### src/hdl/bhp_pkg.sv
// ----------------------------------------------------------------------------
// bhp_pkg
// Shared types, constants and helpers of the BMP header stream parser.
// ----------------------------------------------------------------------------
package bhp_pkg;

  localparam logic [7:0]  SIG_B0   = 8'h42;
  localparam logic [7:0]  SIG_B1   = 8'h4D;
  localparam logic [15:0] DEPTH_24 = 16'd24;
  localparam logic [15:0] PLANES_1 = 16'd1;
  localparam logic [31:0] HDR_END  = 32'd38;
  localparam logic [31:0] HDR_LAST = 32'd37;
  localparam logic [31:0] POS_MAX  = 32'hFFFF_FFFF;

  // Largest pixel count whose byte size still fits in 32 bits.
  localparam logic [31:0] MAX_PIX_COUNT = 32'(64'hFFFF_FFFF / 64'd3);

  localparam logic [2:0] ST_OK       = 3'd0;
  localparam logic [2:0] ST_BAD_SIG  = 3'd1;
  localparam logic [2:0] ST_SIZE_MIS = 3'd2;
  localparam logic [2:0] ST_PLANES   = 3'd3;
  localparam logic [2:0] ST_DEPTH    = 3'd4;
  localparam logic [2:0] ST_COMPRESS = 3'd5;
  localparam logic [2:0] ST_SHORT    = 3'd6;
  localparam logic [2:0] ST_OVERFLOW = 3'd7;

  typedef struct packed {
    logic [7:0] in_byte;
    logic       file_end;
  } in_item_t;

  typedef struct packed {
    logic [7:0]  pixel_byte;
    logic        pixel_valid;
    logic        pixel_last;
    logic        done_res;
    logic [2:0]  status;
    logic [31:0] image_width;
    logic [31:0] image_height;
    logic        top_down;
    logic [31:0] image_bytes;
  } result_t;

  typedef struct packed {
    logic [31:0] width;
    logic [31:0] height_raw;
  } dims_t;

  typedef struct packed {
    logic        overflow;
    logic [31:0] byte_count;
  } size_info_t;

  function automatic logic [31:0] put_byte(input logic [31:0] word,
                                           input logic [7:0]  b,
                                           input logic [1:0]  lane);
    put_byte = word | (32'(b) << {lane, 3'b000});
  endfunction

  function automatic logic [31:0] magnitude(input logic [31:0] raw);
    magnitude = raw[31] ? (~raw + 32'd1) : raw;
  endfunction

endpackage

### src/hdl/bhp_if.sv
// ----------------------------------------------------------------------------
// bhp_in_if / bhp_out_if
// Valid/ready channels for the file byte stream and the parser results.
// ----------------------------------------------------------------------------
interface bhp_in_if;
  logic       valid;
  logic       ready;
  logic [7:0] in_byte;
  logic       file_end;

  modport source (output valid, output in_byte, output file_end, input ready);
  modport sink   (input valid, input in_byte, input file_end, output ready);
endinterface

interface bhp_out_if;
  logic        valid;
  logic        ready;
  logic [7:0]  pixel_byte;
  logic        pixel_valid;
  logic        pixel_last;
  logic        done_res;
  logic [2:0]  status;
  logic [31:0] image_width;
  logic [31:0] image_height;
  logic        top_down;
  logic [31:0] image_bytes;

  modport source (output valid, output pixel_byte, output pixel_valid, output pixel_last,
                  output done_res, output status, output image_width, output image_height,
                  output top_down, output image_bytes, input ready);
  modport sink   (input valid, input pixel_byte, input pixel_valid, input pixel_last,
                  input done_res, input status, input image_width, input image_height,
                  input top_down, input image_bytes, output ready);
endinterface

### src/hdl/bmp_header_stream_parser.sv
// ----------------------------------------------------------------------------
// bmp_header_stream_parser
// Streaming parser for uncompressed 24-bit BMP files.
// ----------------------------------------------------------------------------
// The parser takes one file byte per request and can accept a new byte in
// every clock cycle while the output is not held off; a byte passes an
// input register and then a result register before its result is shown.
// Header fields are assembled as they pass, pixel bytes from the data
// offset onward are forwarded with the last one marked, and the byte flagged
// as the end of the file carries the status and header values. The byte
// count, width times height magnitude times three, for headers that leave
// the image size at zero comes from a three-stage multiplier that settles
// while the remaining header bytes arrive, so it never holds up a byte.
module bmp_header_stream_parser
  import bhp_pkg::*;
(
  input  logic       clk,
  input  logic       rst_n,
  bhp_in_if.sink     in_stream,
  bhp_out_if.source  out_stream
);

  logic       s1_v_r;
  in_item_t   s1_item_r;
  logic       out_v_r;
  result_t    out_res_r;

  logic       s1_go;
  logic       out_free;
  logic       has_res;
  result_t    res;
  dims_t      dims;
  size_info_t size;

  assign out_free        = !out_v_r || out_stream.ready;
  assign s1_go           = s1_v_r && out_free;
  assign in_stream.ready = !s1_v_r || s1_go;

  bhp_hdr_parse u_parse (
    .clk     (clk),
    .rst_n   (rst_n),
    .item_go (s1_go),
    .item    (s1_item_r),
    .size    (size),
    .dims    (dims),
    .res     (res),
    .has_res (has_res)
  );

  bhp_size_mult u_mult (
    .clk  (clk),
    .dims (dims),
    .size (size)
  );

  always_ff @(posedge clk) begin
    if (!rst_n) begin
      s1_v_r  <= 1'b0;
      out_v_r <= 1'b0;
    end else begin
      if (in_stream.ready) begin
        s1_v_r <= in_stream.valid;
      end
      if (out_free) begin
        out_v_r <= s1_v_r && has_res;
      end
    end
  end

  always_ff @(posedge clk) begin
    if (in_stream.valid && in_stream.ready) begin
      s1_item_r.in_byte  <= in_stream.in_byte;
      s1_item_r.file_end <= in_stream.file_end;
    end
    if (s1_go) begin
      out_res_r <= res;
    end
  end

  assign out_stream.valid        = out_v_r;
  assign out_stream.pixel_byte   = out_res_r.pixel_byte;
  assign out_stream.pixel_valid  = out_res_r.pixel_valid;
  assign out_stream.pixel_last   = out_res_r.pixel_last;
  assign out_stream.done_res     = out_res_r.done_res;
  assign out_stream.status       = out_res_r.status;
  assign out_stream.image_width  = out_res_r.image_width;
  assign out_stream.image_height = out_res_r.image_height;
  assign out_stream.top_down     = out_res_r.top_down;
  assign out_stream.image_bytes  = out_res_r.image_bytes;

  a_res_has_content: assert property (@(posedge clk) disable iff (!rst_n)
    out_v_r |-> (out_res_r.pixel_valid || out_res_r.done_res))
    else $error("result carries neither a pixel byte nor a done report");

  a_last_is_pixel: assert property (@(posedge clk) disable iff (!rst_n)
    (out_v_r && out_res_r.pixel_last) |-> out_res_r.pixel_valid)
    else $error("pixel_last set on a result without a pixel byte");

  a_full_blocks_input: assert property (@(posedge clk) disable iff (!rst_n)
    (s1_v_r && out_v_r && !out_stream.ready) |-> !in_stream.ready)
    else $error("input accepted while both stages are held");

  a_stall_keeps_item: assert property (@(posedge clk) disable iff (!rst_n)
    (s1_v_r && !s1_go) |=> (s1_v_r && $stable(s1_item_r)))
    else $error("held input item lost or changed");

endmodule

### src/hdl/bhp_size_mult.sv
// ----------------------------------------------------------------------------
// bhp_size_mult
// Three-stage pipeline forming width * |height| * 3 and its overflow flag.
// ----------------------------------------------------------------------------
module bhp_size_mult
  import bhp_pkg::*;
(
  input  logic       clk,
  input  dims_t      dims,
  output size_info_t size
);

  logic [31:0] hmag_r;
  logic [31:0] width_r;
  logic [63:0] prod_r;
  logic [31:0] bytes_r;
  logic        ovf_r;

  always_ff @(posedge clk) begin
    hmag_r  <= magnitude(dims.height_raw);
    width_r <= dims.width;
    prod_r  <= 64'(width_r) * 64'(hmag_r);
    bytes_r <= {prod_r[30:0], 1'b0} + prod_r[31:0];
    ovf_r   <= (|prod_r[63:32]) || (prod_r[31:0] > MAX_PIX_COUNT);
  end

  assign size.overflow   = ovf_r;
  assign size.byte_count = bytes_r;

endmodule

### src/hdl/bhp_hdr_parse.sv
// ----------------------------------------------------------------------------
// bhp_hdr_parse
// Header field assembly, error tracking and pixel window decode.
// ----------------------------------------------------------------------------
module bhp_hdr_parse
  import bhp_pkg::*;
(
  input  logic       clk,
  input  logic       rst_n,
  input  logic       item_go,
  input  in_item_t   item,
  input  size_info_t size,
  output dims_t      dims,
  output result_t    res,
  output logic       has_res
);

  logic [31:0] pos_r, pos_nxt;
  logic [32:0] len_r, len_nxt;
  logic [31:0] decl_r, decl_nxt;
  logic [31:0] off_r, off_nxt;
  logic [31:0] width_r, width_nxt;
  logic [31:0] height_r, height_nxt;
  logic [31:0] total_r, total_nxt;
  logic [7:0]  scratch_r, scratch_nxt;
  logic [2:0]  err_r, err_nxt;

  logic [31:0] p;
  logic [7:0]  b;
  logic [15:0] field16;
  logic [31:0] diff;
  logic [32:0] data_end;
  logic        pv;
  logic        pl;
  logic [2:0]  st;

  assign p = pos_r;
  assign b = item.in_byte;

  always_comb begin
    decl_nxt    = decl_r;
    off_nxt     = off_r;
    width_nxt   = width_r;
    height_nxt  = height_r;
    total_nxt   = total_r;
    scratch_nxt = scratch_r;
    err_nxt     = err_r;
    field16     = {b, scratch_r};

    priority if (p == 32'd0) begin
      if (b != SIG_B0 && err_nxt == ST_OK) err_nxt = ST_BAD_SIG;
    end else if (p == 32'd1) begin
      if (b != SIG_B1 && err_nxt == ST_OK) err_nxt = ST_BAD_SIG;
    end else if (p >= 32'd2 && p <= 32'd5) begin
      decl_nxt = put_byte(decl_r, b, p[1:0] - 2'd2);
    end else if (p >= 32'd10 && p <= 32'd13) begin
      off_nxt = put_byte(off_r, b, p[1:0] - 2'd2);
    end else if (p >= 32'd18 && p <= 32'd21) begin
      width_nxt = put_byte(width_r, b, p[1:0] - 2'd2);
    end else if (p >= 32'd22 && p <= 32'd25) begin
      height_nxt = put_byte(height_r, b, p[1:0] - 2'd2);
    end else if (p == 32'd26 || p == 32'd28) begin
      scratch_nxt = b;
    end else if (p == 32'd27 || p == 32'd29) begin
      if (p == 32'd27 && field16 != PLANES_1 && err_nxt == ST_OK) err_nxt = ST_PLANES;
      if (p == 32'd29 && field16 != DEPTH_24 && err_nxt == ST_OK) err_nxt = ST_DEPTH;
      scratch_nxt = 8'd0;
    end else if (p >= 32'd30 && p <= 32'd33) begin
      if (b != 8'd0 && err_nxt == ST_OK) err_nxt = ST_COMPRESS;
    end else if (p >= 32'd34 && p <= HDR_LAST) begin
      total_nxt = put_byte(total_r, b, p[1:0] - 2'd2);
      if (p == HDR_LAST && total_nxt == 32'd0) begin
        if (size.overflow) begin
          if (err_nxt == ST_OK) err_nxt = ST_OVERFLOW;
        end else begin
          total_nxt = size.byte_count;
        end
      end
    end else begin
    end
  end

  assign diff = p - off_r;
  assign pv   = (p >= HDR_END) && (err_r == ST_OK) && (off_r >= HDR_END) &&
                (p >= off_r) && (diff < total_r);
  assign pl   = pv && (diff == total_r - 32'd1);

  assign data_end = {1'b0, off_nxt} + {1'b0, total_nxt};

  always_comb begin
    priority if (err_nxt == ST_BAD_SIG) begin
      st = ST_BAD_SIG;
    end else if ({1'b0, decl_nxt} != len_r) begin
      st = ST_SIZE_MIS;
    end else if (err_nxt != ST_OK) begin
      st = err_nxt;
    end else if (p < HDR_LAST || off_nxt < HDR_END || data_end > len_r) begin
      st = ST_SHORT;
    end else begin
      st = ST_OK;
    end
  end

  always_comb begin
    res              = '0;
    res.pixel_valid  = pv;
    res.pixel_last   = pl;
    res.pixel_byte   = pv ? b : 8'd0;
    if (item.file_end) begin
      res.done_res     = 1'b1;
      res.status       = st;
      res.image_width  = width_nxt;
      res.image_height = magnitude(height_nxt);
      res.top_down     = height_nxt[31];
      res.image_bytes  = total_nxt;
    end
  end

  assign has_res = pv || item.file_end;

  assign pos_nxt = (pos_r != POS_MAX) ? pos_r + 32'd1 : pos_r;
  assign len_nxt = (pos_r != POS_MAX) ? len_r + 33'd1 : len_r;

  always_ff @(posedge clk) begin
    if (!rst_n) begin
      pos_r     <= '0;
      len_r     <= 33'd1;
      decl_r    <= '0;
      off_r     <= '0;
      width_r   <= '0;
      height_r  <= '0;
      total_r   <= '0;
      scratch_r <= '0;
      err_r     <= ST_OK;
    end else if (item_go) begin
      if (item.file_end) begin
        pos_r     <= '0;
        len_r     <= 33'd1;
        decl_r    <= '0;
        off_r     <= '0;
        width_r   <= '0;
        height_r  <= '0;
        total_r   <= '0;
        scratch_r <= '0;
        err_r     <= ST_OK;
      end else begin
        pos_r     <= pos_nxt;
        len_r     <= len_nxt;
        decl_r    <= decl_nxt;
        off_r     <= off_nxt;
        width_r   <= width_nxt;
        height_r  <= height_nxt;
        total_r   <= total_nxt;
        scratch_r <= scratch_nxt;
        err_r     <= err_nxt;
      end
    end
  end

  assign dims.width      = width_r;
  assign dims.height_raw = height_r;

endmodule

### src/flat_wrapper.sv
// flat-port wrapper written by rule: the top's interface ports become plain ports
module bmp_header_stream_parser_flat import bhp_pkg::*;
  (clk, rst_n, in_stream_valid, in_stream_in_byte, in_stream_file_end, in_stream_ready, out_stream_valid, out_stream_pixel_byte, out_stream_pixel_valid, out_stream_pixel_last, out_stream_done_res, out_stream_status, out_stream_image_width, out_stream_image_height, out_stream_top_down, out_stream_image_bytes, out_stream_ready);
  bhp_in_if in_stream_i ();
  bhp_out_if out_stream_i ();
  input  logic clk;
  input  logic rst_n;
  input wire logic [$bits(in_stream_i.valid)-1:0] in_stream_valid;
  input wire logic [$bits(in_stream_i.in_byte)-1:0] in_stream_in_byte;
  input wire logic [$bits(in_stream_i.file_end)-1:0] in_stream_file_end;
  output wire logic [$bits(in_stream_i.ready)-1:0] in_stream_ready;
  output wire logic [$bits(out_stream_i.valid)-1:0] out_stream_valid;
  output wire logic [$bits(out_stream_i.pixel_byte)-1:0] out_stream_pixel_byte;
  output wire logic [$bits(out_stream_i.pixel_valid)-1:0] out_stream_pixel_valid;
  output wire logic [$bits(out_stream_i.pixel_last)-1:0] out_stream_pixel_last;
  output wire logic [$bits(out_stream_i.done_res)-1:0] out_stream_done_res;
  output wire logic [$bits(out_stream_i.status)-1:0] out_stream_status;
  output wire logic [$bits(out_stream_i.image_width)-1:0] out_stream_image_width;
  output wire logic [$bits(out_stream_i.image_height)-1:0] out_stream_image_height;
  output wire logic [$bits(out_stream_i.top_down)-1:0] out_stream_top_down;
  output wire logic [$bits(out_stream_i.image_bytes)-1:0] out_stream_image_bytes;
  input wire logic [$bits(out_stream_i.ready)-1:0] out_stream_ready;
  assign in_stream_i.valid = in_stream_valid;
  assign in_stream_i.in_byte = in_stream_in_byte;
  assign in_stream_i.file_end = in_stream_file_end;
  assign in_stream_ready = in_stream_i.ready;
  assign out_stream_valid = out_stream_i.valid;
  assign out_stream_pixel_byte = out_stream_i.pixel_byte;
  assign out_stream_pixel_valid = out_stream_i.pixel_valid;
  assign out_stream_pixel_last = out_stream_i.pixel_last;
  assign out_stream_done_res = out_stream_i.done_res;
  assign out_stream_status = out_stream_i.status;
  assign out_stream_image_width = out_stream_i.image_width;
  assign out_stream_image_height = out_stream_i.image_height;
  assign out_stream_top_down = out_stream_i.top_down;
  assign out_stream_image_bytes = out_stream_i.image_bytes;
  assign out_stream_i.ready = out_stream_ready;
  bmp_header_stream_parser u_core (.clk(clk), .rst_n(rst_n), .in_stream(in_stream_i), .out_stream(out_stream_i));
endmodule
### config.mk
export PLATFORM = sky130hd
export DESIGN_NAME = bmp_header_stream_parser_flat
export DESIGN_NICKNAME = d
export VERILOG_FILES = /design/src/hdl/bhp_pkg.sv /design/src/hdl/bhp_if.sv /design/src/hdl/bmp_header_stream_parser.sv /design/src/hdl/bhp_size_mult.sv /design/src/hdl/bhp_hdr_parse.sv /design/src/flat_wrapper.sv
export SDC_FILE = /design/constraint.sdc
export NUM_CORES = 2
export LEC_CHECK = 0
export BUFFER_PORTS_ARGS = -buffer_cell sky130_fd_sc_hd__buf_2
export CAP_MARGIN = 20
export CORE_ASPECT_RATIO = 0.5
export CORE_UTILIZATION = 40
export DETAILED_ROUTE_END_ITERATION = 12
export GPL_ROUTABILITY_DRIVEN = 0
export HOLD_SLACK_MARGIN = 0.03
export PLACE_DENSITY = 0.66
export SLEW_MARGIN = 5
export SYNTH_ARGS = -nofsm -noshare
export SYNTH_HDL_FRONTEND = slang
export SYNTH_SLANG_ARGS = --single-unit
export TNS_END_PERCENT = 20
### constraint.sdc
create_clock -name clk -period 13.7 [get_ports clk]
set_input_delay 0.685 -clock clk [delete_from_list [all_inputs] [get_ports clk]]
set_output_delay 0.685 -clock clk [all_outputs]
set_load 0.01 [all_outputs]
### Word-level counts from Yosys, hierarchy flattened

Cells that the tools add are included.

* add/sub/neg operators: 9
* multiply operators: 1
* order comparisons: 20
* equal/unequal tests: 20
* shifts and indexed selects: 1
* mux-type cells: 82
* bitwise logic cells: 8
* reduce and logical (&&, ||, !) cells: 46

Operators by type and width (count)
* 32-bit 2-to-1 mux: 38
* 32-bit OR: 5
* 32-bit by 5-bit equality test with 1-bit output (second input constant): 4
* 101-bit 2-to-1 mux: 1
* 32-bit by 1-bit adder with 32-bit output (second input constant): 3
* 32-bit by 5-bit greater-or-equal comparator with 1-bit output (second input constant): 3
* 32-bit by 6-bit greater-or-equal comparator with 1-bit output (second input constant): 3
* 3-bit 2-to-1 mux: 31
* 8-bit 2-to-1 mux: 9
* 33-bit 2-to-1 mux: 2
* 32-bit by 5-bit less-or-equal comparator with 1-bit output (second input constant): 2
* 32-bit by 6-bit less-or-equal comparator with 1-bit output (second input constant): 2
* 32-bit zero test: 2
* 32-bit by 6-bit < comparator with 1-bit output (second input constant): 2
* 32-bit by 32-bit multiplier with 64-bit output: 1
* 32-bit NOT: 2
* 32-bit by 32-bit adder with 33-bit output: 1
* 33-bit by 1-bit adder with 33-bit output (second input constant): 1
* 33-bit > comparator: 1
* 32-bit by 33-bit != test with 1-bit output: 1
* 32-bit adder: 1
* 32-bit by 1-bit equality test with 1-bit output (second input constant): 1
* 32-bit equality test: 1
* 32-bit by 6-bit equality test with 1-bit output (second input constant): 1
* other kinds (31): 69

* register bits after elaboration: 519
* input port bits: 13
* output and inout port bits: 113
* logic and storage cells: 218

### Depth between registers and ports, before layout

* word-level depth: 28
* gate-level depth with buffers: 43
* mapped depth without buffers: 39

### Hierarchy

A second synthesis with hierarchy kept.

* cell total of the unflattened synthesis: 6943
* area, all modules: 61761.7 sq um

By module, submodules not included
* bhp_size_mult: times used 1, cells each 4239, area each 39067.5 sq um, seq. area each 3223.1 sq um
* bhp_hdr_parse: times used 1, cells each 2574, area each 18983.2 sq um, seq. area each 4724.5 sq um
* bmp_header_stream_parser: times used 1, cells each 130, area each 3711.1 sq um, seq. area each 3643.5 sq um

### Least setup slack after synthesis

Ideal clock, no wire load.

* path type: register -> register
* start: reg u_core.u_mult.hmag_r[4]
* end: reg u_core.u_mult.prod_r[63]
* library setup time: 0.072 ns
* arrival: 8.059 ns
* data required time: 13.628 ns
* setup slack: 5.569 ns
* stages on the path, launching flop included: 32
* path buffers: 2
* period minus slack after synthesis: 8.131 ns
* cell sequence: dfxtp_1 clkbuf_1 nand2_1 fa_1 inv_1 fa_1 inv_1 fa_1 inv_1 fa_1 fa_1 inv_1 fa_1 inv_1 fa_1 fa_1 ha_1 clkbuf_1 a21o_1 a21o_1 a21oi_1 o21ai_0 a2111oi_0 nand3_1 a221oi_1 nor3_1 o221ai_1 o32a_1 a31o_2 o21ai_0 a21oi_1 xnor2_1

* longest elaborated chain between the ends: 1

RTL lines
* start: declaration: RTL line bhp_size_mult.sv:13 `logic [31:0] hmag_r;`
* start signal: assignment: RTL line bhp_size_mult.sv:20 `hmag_r <= magnitude(dims.height_raw);`
* 32-bit by 32-bit multiplier with 64-bit output: RTL line bhp_size_mult.sv:22 `prod_r <= 64'(width_r) * 64'(hmag_r);`
* end signal: assignment: RTL line bhp_size_mult.sv:22
* end: declaration: RTL line bhp_size_mult.sv:15 `logic [63:0] prod_r;`

Every way passes these cells.
A chain may end at the register's enable or synchronous reset.

### Worst setup path after layout

* start: reg u_core.u_parse.total_r[2]
* end: reg u_core.out_res_r (netlist bit u_core.out_stream.status[1]) (data pin)

* longest elaborated chain between the ends: 20
* elaborated cells on any way between the ends: 35
* those cells by class: add/sub (1); order compare (1); eq/ne (1); mux (26); bitwise (1); reduce/logical (5)

RTL lines
* start: declaration: RTL line bhp_hdr_parse.sv:24 `logic [31:0] total_r, total_nxt;`
* start signal: assignment: RTL line bhp_hdr_parse.sv:153 `total_r <= total_nxt;`
* 32-bit OR: RTL line bhp_pkg.sv:57 `put_byte = word | (32'(b) << {lane, 3'b000});`
* 32-bit zero test: RTL line bhp_hdr_parse.sv:72 `if (p == HDR_LAST && total_nxt == 32'd0) begin`
* 1-bit logical AND: RTL line bhp_hdr_parse.sv:72
* 32-bit 2-to-1 mux: RTL line bhp_hdr_parse.sv:72
* 32-bit 2-to-1 mux: RTL line bhp_hdr_parse.sv:70 `end else if (p >= 32'd34 && p <= HDR_LAST) begin`
* 32-bit 2-to-1 mux: RTL line bhp_hdr_parse.sv:68 `end else if (p >= 32'd30 && p <= 32'd33) begin`
* 32-bit 2-to-1 mux: RTL line bhp_hdr_parse.sv:64 `end else if (p == 32'd27 || p == 32'd29) begin`
* 32-bit 2-to-1 mux: RTL line bhp_hdr_parse.sv:62 `end else if (p == 32'd26 || p == 32'd28) begin`
* [5 not listed]
* 32-bit 2-to-1 mux: RTL line bhp_hdr_parse.sv:50 `priority if (p == 32'd0) begin`
* via u_core.u_parse.total_nxt[0]: RTL line bhp_hdr_parse.sv:24
* 32-bit by 32-bit adder with 33-bit output: RTL line bhp_hdr_parse.sv:88 `assign data_end = {1'b0, off_nxt} + {1'b0, total_nxt};`
* 33-bit > comparator: RTL line bhp_hdr_parse.sv:97 `end else if (p < HDR_LAST || off_nxt < HDR_END || data_end > len_r) begin`
* 1-bit logical OR: RTL line bhp_hdr_parse.sv:97
* 3-bit 2-to-1 mux: RTL line bhp_hdr_parse.sv:97
* 3-bit 2-to-1 mux: RTL line bhp_hdr_parse.sv:95 `end else if (err_nxt != ST_OK) begin`
* 3-bit 2-to-1 mux: RTL line bhp_hdr_parse.sv:93 `end else if ({1'b0, decl_nxt} != len_r) begin`
* end signal: assignment: RTL line bmp_header_stream_parser.sv:76 `out_res_r <= res;`
* end: declaration: RTL line bmp_header_stream_parser.sv:26 `result_t out_res_r;`

The timed path passes the listed nets, and every way through them passes these cells.

==> key figures <==
Setup path
  – Worst r2r src: u_core.u_parse.total_r[2]
  – FF-to-FF End: u_core.out_stream.status[1]
  – WP data required: 14.06 ns
  – Crit end category: register
  – Crit path largest cell delay: 0.60 ns
  – Critical path class: register to register
  – Critical Path Fanout Max: 50
  – CP Launch Type: register
  – CP most frequent cell: a21oi_1
  – CP arrival: 9.57 ns
  – Worst Reg-to-Reg Cells: 37
  – Setup slack, reg-to-reg: 4.50 ns
  – Crit path capture: u_core.out_stream.status[1]
  – CP Launch Point: u_core.u_parse.total_r[2]
  – CP max-delay cell: or4_4

Yosys
  – Post-synthesis sequential element count: 519
  – YS warnings: 0
  – Register area share after synthesis: 19.1%
  – Mux cell area share after synthesis: 0.173%
  – Post-synthesis compound-gate area fraction: 9.99%
  – Synth Area in Simple Gates: 17.8%
  – Mapped Nets: 8,306
  – Adder-cell share of the synthesized area: 38.8%
  – Most used DFF post-synth: dfxtp_1
  – Number of synthesized flops with an enable pin: 120
  – Syn avg cell area: 8.75 µm²
  – Post-synthesis cell area: 0.0608 mm²
  – Syn Inst Count: 6,947
  – Post-synth ARST share: 0%
  – Xor and xnor area share after synthesis: 4.76%
  – Largest family of logic cells by synthesized area: adder cells
  – Synth unique cells: 94

Clock network
  – Post-CTS Setup Bufs: 0
  – Clk buf depth: 3
  – Num CTS Buffers: 57
  – Root Driver: clkbuf_16
  – Cts repair resizes: 0
  – H-Tree Depth: 2
  – CTS hold repair buffers: 0
  – CTS clock-pin slew for the worst setup and hold paths: 0.07 ns
  – CTS Sinks: 519
  – TritonCTS clock tree: built
  – Clock insertion delay at the later pin of the skew report: 0.64 ns

STA
  – Min Clock Period, post-route: 9.20 ns
  – Measured slew at the worst slew-check pin: 1.09 ns
  – # setup viols final: 0
  – Period utilisation layout: 67.2%
  – Worst hold margin: 0.224 ns
  – Final Hold Fails: 0
  – Pins Over Slew Limit: 0
  – Clk_skew: 0.0444 ns
  – Max-slew headroom at the worst pin: 27.4%
  – RSZ-0062 raised after global routing: no
  – Fmax: 109 MHz
  – Setup TNS: 0 ns

Final layout
  – Register area: 0.0116 mm²
  – Layout cells sized above 1: 5.53%
  – Commonest non-fill, non-tap cell in the layout: inv_1
  – Multi-input logic area: 0.0436 mm²
  – Synthesis-to-finish area growth: 7.61%
  – Top flop regs: u_core.u_mult.prod_r x64, u_core.u_parse.len_r x33
  – Top reg by flops: u_core.u_mult.prod_r
  – Fillers: 14,500
  – Commonest non-fill, non-tap cells in the layout: inv_1, nand2_1, fa_1, ha_1, dfxtp_1
  – Layout Nets: 8,238
  – Post-Layout Inst Area: 0.0654 mm²
  – Number of flip-flops in the largest register: 64
  – Final core occ: 43.7%

Floorplan
  – Ports: 126
  – Die span in x: 553 µm
  – Initial Util: 40.6%
  – Floorplan row count: 100
  – DIE HEIGHT: 278 µm
  – Full die area: 0.154 mm²
  – Core Area: 0.150 mm²

Power and ir drop
  – Leak: 0.0319 µW
  – Max VDD drop: 0.0961 mV
  – Tot Pwr: 3350 µW
  – PD cells: 51.2 mW/mm²

Global routing
  – Vias in the first global route: 48,400
  – Total gr overflow: 0
  – GRT Overall Usage: 24.1%
  – Initial antenna violation count: 3
  – Largest net degree at the start of global routing: 98
  – First-pass GRT wire length: 289 mm

Route
  – Vias per cell: 5.41
  – Drt wl/cell: 20.6 µm
  – Via count: 48,300
  – DR iter-0 viols: 4,703
  – Post-DRT Antenna Nets: 0
  – Drt pass-1 iters: 6
  – DRC Markers: 0
  – Routed wire length: 183 mm

Run
  – Max-cap violations: 0

Place
  – Port Buf Inserts: 125
  – Hpwl dp: 141 mm
  – Post-DP Area: 0.0634 mm²

Outcome
  – Status: finished, final reports clean

Hold path
  – HP Class: input port to register
  – Hold depth: 1
==> stage by stage <==
step | setup WS, ns | std cells
global placement | 4.73 | 8808
detailed placement | 4.68 | 8808
CTS | 4.63 | 8915
global route | 3.93 | 8916
finish | 4.50 | 8919
floorplan | 5.57 | 6947
==> area by class of cell <==
type | instances | area share [%]
Timing Repair Buffer | 236 | 2.25
Tap cell | 1989 | 3.80
Multi-Input combinational cell | 4911 | 66.6
Clock inverter | 36 | 0.576
Antenna cell | 3 | 0.0115
Sequential cell | 519 | 17.7
Inverter | 1154 | 6.63
Clock buffer | 71 | 2.43
==> worst min-delay path by stage <==
stage	slack, ns	endpoint	startpoint
2_1_floorplan	0.35	u_core.u_mult.width_r[16]	u_core.u_parse.width_r[16]
3_3_place_gp	0.36	u_core.u_mult.width_r[3]	u_core.u_parse.width_r[3]
3_5_place_dp	0.36	u_core.u_mult.width_r[5]	u_core.u_parse.width_r[5]
4_1_cts	0.20	u_core.s1_item_r[3]	in_stream_in_byte[2]
5_1_grt	0.21	u_core.s1_item_r[5]	in_stream_in_byte[4]
6_report	0.22	u_core.s1_item_r[3]	in_stream_in_byte[2]
==> critical path, delay by kind of cell (launching register included) <==
kind | cells | cell delay, ns
adder cells (fa/ha/maj) | 3 | 0.70
flip-flops | 1 | 0.37
buffers and inverters | 4 | 0.57
XOR/XNOR | 1 | 0.15
AND/OR/NAND/NOR | 11 | 3.09
AO/OA/AOI/OAI | 18 | 4.03
==> kinds of logic (layout without fill, tap and decap cells) <==
kind of cell / Yosys count / count (layout)
adders and majority gates: 1347 / 1347
muxes: 9 / 9
xor gates and xnor gates: 323 / 323
DFF: 519 / 519
other: 0 / 3
buffers and inverters: 1517 / 1497
and+or+nand+nor: 2274 / 2274
AOI/OAI and AO/OA: 958 / 958
==> power by group <==
| group | switching, µW | internal (µW) |
|---|---|---|
| clock | 687 | 941 |
| sequential | 9.07 | 1580 |
| combinational | 99.3 | 34.2 |
| total | 796 | 2550 |
==> synth_stat cells (92+ instances only) <==
cell type	instances	area, µm²
nand2_1	1046	3930
clkbuf_1	350	1310
ha_1	447	5590
edfxtp_1	120	3600
nor2b_1	124	776
a21o_1	92	691
inv_1	1152	4320
a21oi_1	324	1620
nor2_1	324	1220
dfxtp_1	399	7990
xnor2_1	252	2210
fa_1	899	18000
and2_1	314	1960
o21ai_0	159	796
==> routing by layer <==
layer	part of all wire [%]	wire length, µm	track usage (%)	up-vias
met5	0.020	37	0	-
met3	8.6	15800	4.35	361
met2	45	82700	38.3	2092
met4	3.8	6930	8.16	4
met1	42	77900	33.0	24000
li1	-	-	-	21800
Power figures use the tool's default switching activity.
